==> src/rtl/resource_pool_counter_macros.svh <==
// Assertion macros shared by the resource pool counter RTL.
`ifndef RESOURCE_POOL_COUNTER_MACROS_SVH
`define RESOURCE_POOL_COUNTER_MACROS_SVH

// Same-cycle implication, checked outside reset.
`define RPC_ASSERT_IMPL(label, clk, rst_n, ante, cons) \
	label: assert property (@(posedge clk) disable iff (!rst_n) (ante) |-> (cons)) \
		else $error("resource pool counter: implication check failed");

// Next-cycle implication, checked outside reset.
`define RPC_ASSERT_NEXT(label, clk, rst_n, ante, cons) \
	label: assert property (@(posedge clk) disable iff (!rst_n) (ante) |=> (cons)) \
		else $error("resource pool counter: next-cycle check failed");

`endif

==> src/rtl/rpc_pkg.sv <==
// Package for the resource pool counter: request codes, defaults and bundles.
package rpc_pkg;

	localparam int NUM_RESOURCES_DEF = 16;
	localparam int COUNT_BITS_DEF    = 16;

	localparam int KIND_BITS  = 3;
	localparam int RID_BITS   = 4;
	localparam int COUNT_OUT_BITS = 16;

	// Request kinds
	localparam logic [KIND_BITS-1:0] KIND_CLEAR = 3'd0;
	localparam logic [KIND_BITS-1:0] KIND_LOAD  = 3'd1;
	localparam logic [KIND_BITS-1:0] KIND_CHECK = 3'd2;
	localparam logic [KIND_BITS-1:0] KIND_TAKE  = 3'd3;
	localparam logic [KIND_BITS-1:0] KIND_GIVE  = 3'd4;

	typedef struct packed {
		logic [KIND_BITS-1:0] kind;
		logic [RID_BITS-1:0]  resource_id;
		logic                 last;
	} rpc_req_t;

	typedef struct packed {
		logic [COUNT_OUT_BITS-1:0] count;
		logic                      defined;
		logic                      verdict_valid;
		logic                      contained;
		logic                      underflow;
	} rpc_res_t;

endpackage

==> src/rtl/rpc_table.sv <==
// Resource table: per-entry counts, defined marks, check tallies and the update logic.
module rpc_table #(
	parameter int NUM_RESOURCES = rpc_pkg::NUM_RESOURCES_DEF,
	parameter int COUNT_BITS    = rpc_pkg::COUNT_BITS_DEF
) (
	input  logic              clk,
	input  logic              arst_n,
	input  logic              en,
	input  rpc_pkg::rpc_req_t req,
	output rpc_pkg::rpc_res_t res
);
	import rpc_pkg::*;

	// Only identifiers that fit the id field can ever reach an entry
	localparam int DEPTH    = (NUM_RESOURCES < (1 << RID_BITS)) ? NUM_RESOURCES
	                                                            : (1 << RID_BITS);
	localparam int IDX_BITS = $clog2(DEPTH);
	localparam logic [COUNT_BITS-1:0] CNT_MAX = '1;
	localparam logic [COUNT_BITS-1:0] CNT_ONE = COUNT_BITS'(1);

	logic [COUNT_BITS-1:0] cnt_q   [DEPTH];
	logic [COUNT_BITS-1:0] tally_q [DEPTH];
	logic [DEPTH-1:0]      def_q;
	logic                  failed_q;

	logic                  in_range;
	logic [IDX_BITS-1:0]   idx;
	logic [COUNT_BITS-1:0] cnt_rd;
	logic [COUNT_BITS-1:0] tally_rd;
	logic                  def_rd;
	logic [COUNT_BITS-1:0] cnt_wr;
	logic                  def_wr;
	logic                  wr_entry;
	logic                  tally_inc;
	logic                  failed_nx;
	logic                  clr_all;
	logic                  clr_check;
	logic                  def_out;

	assign in_range = (32'(req.resource_id) < DEPTH);
	assign idx      = req.resource_id[IDX_BITS-1:0];

	// Read the addressed entry; out-of-range ids read as undefined, zero
	always_comb begin
		cnt_rd   = '0;
		tally_rd = '0;
		def_rd   = 1'b0;
		if (in_range) begin
			cnt_rd   = cnt_q[idx];
			tally_rd = tally_q[idx];
			def_rd   = def_q[idx];
		end
	end

	// Per-kind update of the addressed entry and the result flags
	always_comb begin
		cnt_wr    = cnt_rd;
		def_wr    = def_rd;
		wr_entry  = 1'b0;
		tally_inc = 1'b0;
		failed_nx = failed_q;
		clr_all   = 1'b0;
		clr_check = 1'b0;
		def_out   = def_rd;
		res       = '0;
		case (req.kind)
			KIND_CLEAR: begin
				clr_all = 1'b1;
				def_out = 1'b0;
			end
			KIND_LOAD: begin
				if (in_range) begin
					wr_entry = 1'b1;
					def_wr   = 1'b1;
					def_out  = 1'b1;
					if (!def_rd) begin
						cnt_wr = CNT_ONE;
					end else if (cnt_rd != CNT_MAX) begin
						cnt_wr = cnt_rd + CNT_ONE;
					end
				end
			end
			KIND_CHECK: begin
				if (!failed_q) begin
					if (!def_rd || (tally_rd >= cnt_rd)) begin
						failed_nx = 1'b1;
					end else begin
						tally_inc = 1'b1;
					end
				end
				if (req.last) begin
					clr_check         = 1'b1;
					res.verdict_valid = 1'b1;
					res.contained     = !failed_nx;
				end
			end
			KIND_TAKE: begin
				if (def_rd) begin
					if (cnt_rd == '0) begin
						res.underflow = 1'b1;
					end else begin
						wr_entry = 1'b1;
						cnt_wr   = cnt_rd - CNT_ONE;
					end
				end
			end
			KIND_GIVE: begin
				if (def_rd && (cnt_rd != CNT_MAX)) begin
					wr_entry = 1'b1;
					cnt_wr   = cnt_rd + CNT_ONE;
				end
			end
			default: begin
			end
		endcase
		res.defined = def_out;
		res.count   = def_out ? COUNT_OUT_BITS'(cnt_wr) : '0;
	end

	// Table state
	always_ff @(posedge clk or negedge arst_n) begin
		if (!arst_n) begin
			for (int i = 0; i < DEPTH; i++) begin
				cnt_q[i]   <= '0;
				tally_q[i] <= '0;
			end
			def_q    <= '0;
			failed_q <= 1'b0;
		end else if (en) begin
			if (clr_all) begin
				for (int i = 0; i < DEPTH; i++) begin
					cnt_q[i]   <= '0;
					tally_q[i] <= '0;
				end
				def_q    <= '0;
				failed_q <= 1'b0;
			end else begin
				if (wr_entry) begin
					cnt_q[idx] <= cnt_wr;
					def_q[idx] <= def_wr;
				end
				if (clr_check) begin
					for (int i = 0; i < DEPTH; i++) begin
						tally_q[i] <= '0;
					end
					failed_q <= 1'b0;
				end else begin
					failed_q <= failed_nx;
					if (tally_inc) begin
						tally_q[idx] <= tally_rd + CNT_ONE;
					end
				end
			end
		end
	end

endmodule

==> src/rtl/resource_pool_counter.sv <==
// Top level of the resource pool counter: request register, table and result register.
//
// Requests (kind, resource_id, last) enter on req_valid/req_ready; one result
// per request leaves on res_valid/res_ready with count, defined,
// verdict_valid, contained and underflow.
// A result is computed by the table from the request register and loaded
// into the result register when that register is free or being read.
// Throughput: one request per cycle while results are taken; the table reads
// the addressed entry combinationally and writes it back on advance, so
// back-to-back requests see each other's updates.
// When the receiver stalls, the result register holds its result and the
// request register can still take one more request; req_ready drops only
// when both are full.
// Reset (arst_n low) empties both registers, zeroes all counts, defined
// marks and check tallies, and abandons any check list in progress.
// A clear request does the same to the table without disturbing the
// handshake.
`include "resource_pool_counter_macros.svh"

module resource_pool_counter #(
	parameter int NUM_RESOURCES = rpc_pkg::NUM_RESOURCES_DEF,
	parameter int COUNT_BITS    = rpc_pkg::COUNT_BITS_DEF
) (
	input  logic                               clk,
	input  logic                               arst_n,
	input  logic                               req_valid,
	output logic                               req_ready,
	input  logic [rpc_pkg::KIND_BITS-1:0]      kind,
	input  logic [rpc_pkg::RID_BITS-1:0]       resource_id,
	input  logic                               last,
	output logic                               res_valid,
	input  logic                               res_ready,
	output logic [rpc_pkg::COUNT_OUT_BITS-1:0] count,
	output logic                               defined,
	output logic                               verdict_valid,
	output logic                               contained,
	output logic                               underflow
);
	import rpc_pkg::*;

	rpc_req_t req_s1;
	logic     valid_s1;
	rpc_res_t res_nx;
	rpc_res_t res_q;
	logic     valid_q;
	logic     advance;

	// Stage 1 moves into the result register when that slot is free
	assign advance   = valid_s1 && (!valid_q || res_ready);
	assign req_ready = !valid_s1 || advance;

	// Request register
	always_ff @(posedge clk or negedge arst_n) begin
		if (!arst_n) begin
			valid_s1 <= 1'b0;
		end else if (req_ready) begin
			valid_s1 <= req_valid;
		end
	end

	always_ff @(posedge clk) begin
		if (req_valid && req_ready) begin
			req_s1.kind        <= kind;
			req_s1.resource_id <= resource_id;
			req_s1.last        <= last;
		end
	end

	rpc_table #(
		.NUM_RESOURCES (NUM_RESOURCES),
		.COUNT_BITS    (COUNT_BITS)
	) u_table (
		.clk    (clk),
		.arst_n (arst_n),
		.en     (advance),
		.req    (req_s1),
		.res    (res_nx)
	);

	// Result register
	always_ff @(posedge clk or negedge arst_n) begin
		if (!arst_n) begin
			valid_q <= 1'b0;
		end else if (advance) begin
			valid_q <= 1'b1;
		end else if (res_ready) begin
			valid_q <= 1'b0;
		end
	end

	always_ff @(posedge clk) begin
		if (advance) begin
			res_q <= res_nx;
		end
	end

	assign res_valid     = valid_q;
	assign count         = res_q.count;
	assign defined       = res_q.defined;
	assign verdict_valid = res_q.verdict_valid;
	assign contained     = res_q.contained;
	assign underflow     = res_q.underflow;

	// Checks on the datapath and the internal pipeline
	`RPC_ASSERT_IMPL(a_contained_needs_verdict, clk, arst_n,
		valid_q && res_q.contained, res_q.verdict_valid)
	`RPC_ASSERT_IMPL(a_underflow_at_zero, clk, arst_n,
		valid_q && res_q.underflow, res_q.defined && (res_q.count == '0))
	`RPC_ASSERT_IMPL(a_verdict_not_take, clk, arst_n,
		valid_q && res_q.verdict_valid, !res_q.underflow)
	`RPC_ASSERT_NEXT(a_stage1_holds, clk, arst_n,
		valid_s1 && !advance, valid_s1 && $stable(req_s1))

endmodule
==> config.mk <==
export PLATFORM = sky130hd
export DESIGN_NAME = resource_pool_counter
export DESIGN_NICKNAME = d
export VERILOG_FILES = /design/src/rtl/rpc_pkg.sv /design/src/rtl/rpc_table.sv /design/src/rtl/resource_pool_counter.sv
export VERILOG_INCLUDE_DIRS = /design/src /design/src/rtl
export SDC_FILE = /design/constraint.sdc
export NUM_CORES = 1
export LEC_CHECK = 0
export BUFFER_PORTS_ARGS = -buffer_cell sky130_fd_sc_hd__buf_2
export CORE_MARGIN = 3
export CORE_UTILIZATION = 50
export CTS_CLUSTER_SIZE = 10
export DETAILED_ROUTE_END_ITERATION = 10
export PLACE_DENSITY = 0.66
export SYNTH_ARGS = -nofsm -noshare
export SYNTH_HDL_FRONTEND = slang
export SYNTH_HIERARCHICAL = 1
export SYNTH_SLANG_ARGS = --single-unit
==> constraint.sdc <==
create_clock -name clk -period 5.9 [get_ports clk]
set_clock_uncertainty 0.15 [all_clocks]
set_input_delay 0.885 -clock clk [delete_from_list [all_inputs] [get_ports clk]]
set_output_delay 0.885 -clock clk [all_outputs]
set_load 0.03 [all_outputs]
# Word level (Yosys, flattened, before mapping)
# Cells that the tools add are included.
totals:
  in_bits: 12
  register_bits: 559
classes:
  reduce_logical: 23
  n_lt_le_gt_ge: 5
  n_addsub: 3
  eq_ne: 5
  muxes: 50
  n_bitwise: 1
op_table:
  columns: ["operator", "n"]
  rows:
  - ["2-to-1 mux 256 bit", 5]
  - ["bitwise mux 256 bit", 2]
  - ["2-to-1 mux 16 bit", 12]
  - ["binary-select mux 16 bit (select 4 bit)", 2]
  - ["demux 16 bit (select 4 bit)", 1]
  - ["one-hot mux 16 bit (3 select lines)", 1]
  - ["adder 16 x 1 -> 16 bit, second input constant", 2]
  - ["2-to-1 mux 1 bit", 21]
  - ["bitwise mux 16 bit", 1]
  - ["greater-or-equal comparator 16 bit", 1]
  - ["zero test 16 bit", 1]
  - ["!= test 16 bit, second input constant", 1]
  - ["subtractor 16 x 1 -> 16 bit, second input constant", 1]
  - ["AND reduction 2 bit", 5]
  - ["== test 3 x 2 -> 1 bit, second input constant", 2]
  - ["nonzero test 3 bit", 2]
  - ["greater-or-equal comparator 5 bit, second input constant", 1]
  - ["logical AND 1 bit", 5]
  - ["less-than comparator 4 x 5 -> 1 bit, second input constant", 1]
  - ["less-than comparator 5 x 1 -> 1 bit, second input constant", 1]
  - ["inverter 4 -> 5 bit", 1]
  - ["binary-select mux 1 bit (select 4 bit)", 1]
  - ["demux 1 bit (select 4 bit)", 1]
  - ["greater-or-equal comparator 4 x 1 -> 1 bit, second input constant", 1]
  - ["other kinds (9)", 15]

# Logic depth before layout (Yosys ltp)
depth:
  depth_word: 12
  mapped_depth: 21
  ltp_nobuf: 14

# By module
# Netlist, hierarchy kept.
modules_own_cells:
  columns: ["mod", "instances", "cells_per_inst", "area_each_um2"]
  rows:
  - ["rpc_table", 1, 2160, 26156.3]
  - ["resource_pool_counter", 1, 36, 944.7]

# Worst setup path after synthesis
# Ideal clock, no wire load.
synth_timing:
  path_type: "register -> register"
  from: "reg req_s1[1] (netlist bit)"
  to: "reg u_table/tally_q[103] (netlist bit)"
  stages_incl_launch_ff: 21
  required_ps: 5684
  slack_ps: 1080
  arrival_ps: 4604
  setup_ps: 66
  path_cell_list: "edfxtp_1 > buf_6 > buf_12 > buf_12 > buf_8 > buf_6 > mux4_2 > mux4_2 > inv_1 > ha_1 > nand2b_1 > a21o_1 > a21o_1 > a21o_1 > a21oi_1 > o211ai_1 > a211o_1 > buf_2 > nor3_1 > buf_2 > a22o_1"
synth_between:
  elab_chain_len: 11
  elab_cells_between_ends: 27
  cone_classes: "1 x add/sub; 3 x order compare; 17 x mux; 1 x bitwise; 5 x reduce/logical"
synth_lines:
  columns: ["item", "line", "text"]
  rows:
  - ["start: declaration", "resource_pool_counter.sv:41", "rpc_req_t req_s1;"]
  - ["inverter 4 -> 5 bit (not written as such)", "rpc_table.sv:49, rpc_table.sv:50, rpc_table.sv:150", null]
  - ["binary-select mux 16 bit (select 4 bit) (on tied branches)", "rpc_table.sv:50, rpc_table.sv:49", null]
  - ["2-to-1 mux 16 bit (on tied branches) (2 in a row)", "rpc_table.sv:50, rpc_table.sv:49", null]
  - ["greater-or-equal comparator 16 bit", "rpc_table.sv:85", "if (!def_rd || (tally_rd >= cnt_rd)) begin"]
  - ["logical OR 1 bit", "rpc_table.sv:85", null]
  - ["2-to-1 mux 1 bit", "rpc_table.sv:85", null]
  - ["2-to-1 mux 1 bit", "rpc_table.sv:84", "if (!failed_q) begin"]
  - ["2-to-1 mux 1 bit", "rpc_table.sv:66", "case (req.kind)"]
  - ["nonzero test 3 bit (no line)", null, null]
  - ["AND reduction 2 bit (no line)", null, null]
  - ["end signal: indexed assignment", "rpc_table.sv:150", "tally_q[idx] <= tally_rd + CNT_ONE;"]
  - ["end: declaration", "rpc_table.sv:22", "logic [COUNT_BITS-1:0] tally_q [DEPTH];"]
# Several ways; a longest one is shown, not always the timed one. The select of a mux whose other input is x is not followed.
# A chain may end at the register's enable or synchronous reset.

# Worst setup path in the final report
layout_timing:
  from: "reg req_s1[1] (netlist bit)"
  to: "reg u_table/tally_q[214] (netlist bit)"
# The elaborated chain is that of the path after synthesis.

==> results.txt <==
fmax - 181.6 MHz
most common cell after layout, fill and taps aside - dfrtp_1
die width - 238.8 um
DRT iter0 DRCs - 2,290
Synthesis Warnings - 6
Yosys top cell area share - 0.4903
clock share of power - 0.422
vias per cell - 6.955
P&R area growth vs syn - 10.55%
Syn Std Cell Area - 0.02710 sq mm
Post-layout nets - 2,244
#FFs+latches synth - 559
post-DP HPWL - 55,380 um
FILL cells - 4,279
Reg2Reg Depth - 16
post-CTS sizing - 0
post-route ant nets - 0
Tmin final - 5.507 ns
syn_nets - 2,227
PD cells - 287.0 mW/mm^2
most frequent cells in the layout - 531 x dfrtp_1, 327 x nand2_1, 275 x a22o_1
CP Launch Point - req_s1[1]
register area share after synthesis - 0.5213
sequential power share - 0.470
PortBufs - 33
hold crit path type - input port to asynchronous set/reset pin
Max-slew headroom - 0.1487
Cells after Synth - 2,196
Die Y - 238.8 um
Clock Pin Slew Worst Setup and Hold Paths - 0.05 ns
Setup CP Type - flop to flop
status - complete, no violations
vias in the first global route - 20,830
worst r2r src - req_s1[1]
# H-tree levels - 3
CTS Sinks - 559
DRC viols - 0
sum of negative setup slack - 0 ns
Post-Route WL - 86,310 um
peak supply drop - 197.9 uV
GRT Util Overall - 0.3080
most frequently used flop master after synthesis - dfrtp_1
Yosys cell types - 91
Int Power - 6.379 mW
EDFF count, synth - 28
Remaining Overflow, GRT - 0
pin count of the biggest net entering global routing - 139
Slew Viols, Final - 0
share of layout cells above drive strength 1 - 0.2095
WP data required - 6.23 ns
Fin. Hold Viols - 0
Non-Filler Instances - 2,918
Gate power share - 0.108
syn avg cell area - 12.34 sq um
root buf cell - clkbuf_16
routed len/inst - 29.58 um
vias - 20,300
die footprint - 0.05703 sq mm
CTS Hold Buffers Added - 0
core footprint - 0.05308 sq mm
synth top area cells - dfrtp_1 49%, mux4_2 12%, a22o_1 8.9%, nand2_1 4.5%, edfxtp_1 3.1%
Worst R2R End - u_table/tally_q[214]
Clock Tree Buf Depth - 3
setup bufs post-CTS - 0
CTS Buf Count - 66
Worst Max-Slew Pin Slew - 1.277 ns
leakage power - 12.71 nW
R2R Setup Slk - 0.39 ns
top cell type by total area after synthesis - dfrtp_1
number of I/O pins - 34
Net Sw Frac - 0.2582
Final Core Density - 0.5645
First-pass DRT Iterations - 6
CP startpoint kind - flop
TritonCTS clock tree - yes
dpl cells - 2,833
clk_lat worst skew - 0.60 ns
initial antenna violation count - 2
crit share post-route - 0.9334
CP arrival - 5.83 ns
setup violators final - 0
crit path capture type - flop
Worst Path Max Fanout - 43
ys async rst share - 0.9499
first-pass GRT wire length - 132,100 um
Max Cap Viol - 0
initial core utilization - 0.5106
unrepaired setup endpoints after global routing - no
row count - 84
routability cong. - 0.9684
sw power - 2.220 mW
## per-layer routing
metal,up-vias,track usage,share of wire
met4,0,0.1585,0.056
met1,10490,0.4129,0.39
met5,-,0,0
li1,8347,-,-
met2,1198,0.4795,0.46
met3,265,0.06426,0.088
## how the worst max path moves through the flow
stage	to	slack (ns)	cells after the start
floorplan	u_table/tally_q[103]	1.08	20
global placement	u_table/tally_q[63]	0.47	15
detailed placement	u_table/tally_q[63]	0.42	15
CTS	u_table/tally_q[210]	0.42	16
global route	u_table/tally_q[211]	0.16	16
finish	u_table/tally_q[214]	0.39	16
## power by group through the flow
stage,Combinational (mW),Clock (mW),Sequential [mW]
2_1_floorplan,0.565,0,4.10
3_3_place_gp,0.908,0,4.10
3_5_place_dp,0.917,0,4.10
4_1_cts,0.919,3.68,4.04
5_1_grt,0.989,3.83,4.05
6_report,0.926,3.63,4.04
## synthesized netlist by cell type, types with 19 or more instances
| cell | instances |
|---|---|
| dfrtp_1 | 531 |
| nand2_1 | 327 |
| a22o_1 | 275 |
| mux4_2 | 140 |
| o21ai_0 | 128 |
| o21ai_1 | 85 |
| nor2_1 | 79 |
| clkbuf_1 | 64 |
| buf_2 | 58 |
| nor3_1 | 32 |
| nand3_1 | 29 |
| edfxtp_1 | 28 |
| buf_4 | 24 |
| buf_6 | 22 |
| o31ai_1 | 20 |
| ha_1 | 19 |
## kinds of logic after synthesis
logic type,count (synthesis),synth area share
AO/OA/AOI/OAI,671,0.1939
XOR/XNOR,14,0.004524
adder cells (fa/ha/maj),19,0.008772
buffers and inverters,205,0.04446
flip-flops,559,0.5213
multiplexers,153,0.1260
AND/OR/NAND/NOR,575,0.1010
## layout make-up
class,count,area (sq um),area share
clock inverters,2,17.52,0.0005847
repair buffers,134,1109,0.03700
clock buffers,82,1807,0.06030
inverters,20,75.07,0.002506
well taps,688,860.8,0.02873
flip-flops and latches,559,14130,0.4716
diodes,1,2.502,0.00008352
multi-input cells,1432,11960,0.3992
## per-stage QoR
stage / hold slack, ns / worst slack (ns) / instance area (sq um) / power, mW
finish: 0.2150 / 0.3930 / 29960 / 8.599
global route: 0.2825 / 0.1590 / 29960 / 8.873
CTS: 0.2621 / 0.4188 / 29960 / 8.637
detailed placement: 0.3121 / 0.4214 / 28130 / 5.021
global placement: 0.3047 / 0.4678 / 28130 / 5.008
floorplan: 0.2885 / 1.080 / 27100 / 4.665
## critical path, stage by stage, from the launching register on
cell and delay [ns]:
edfxtp_1 0.72, buf_12 0.37, mux4_2 0.56, mux4_2 0.58
inv_1 0.14, ha_1 0.24, nand2b_1 0.14, a21o_1 0.18
a21o_1 0.17, a21o_1 0.17, a21oi_1 0.14, o211ai_1 0.16
a211oi_4 0.45, buf_12 0.21, o221ai_1 0.35, buf_4 0.39
a22o_1 0.21
## registers in the layout, indices dropped and copies added, names as in the netlist
signal	flops
u_table/cnt_q	256
u_table/tally_q	256
count	16
u_table/def_q	16
req_s1	8
contained	1
defined	1
res_valid	1
u_table/failed_q	1
underflow	1
valid_s1	1
verdict_valid	1
(Power assumes the default switching activity.)
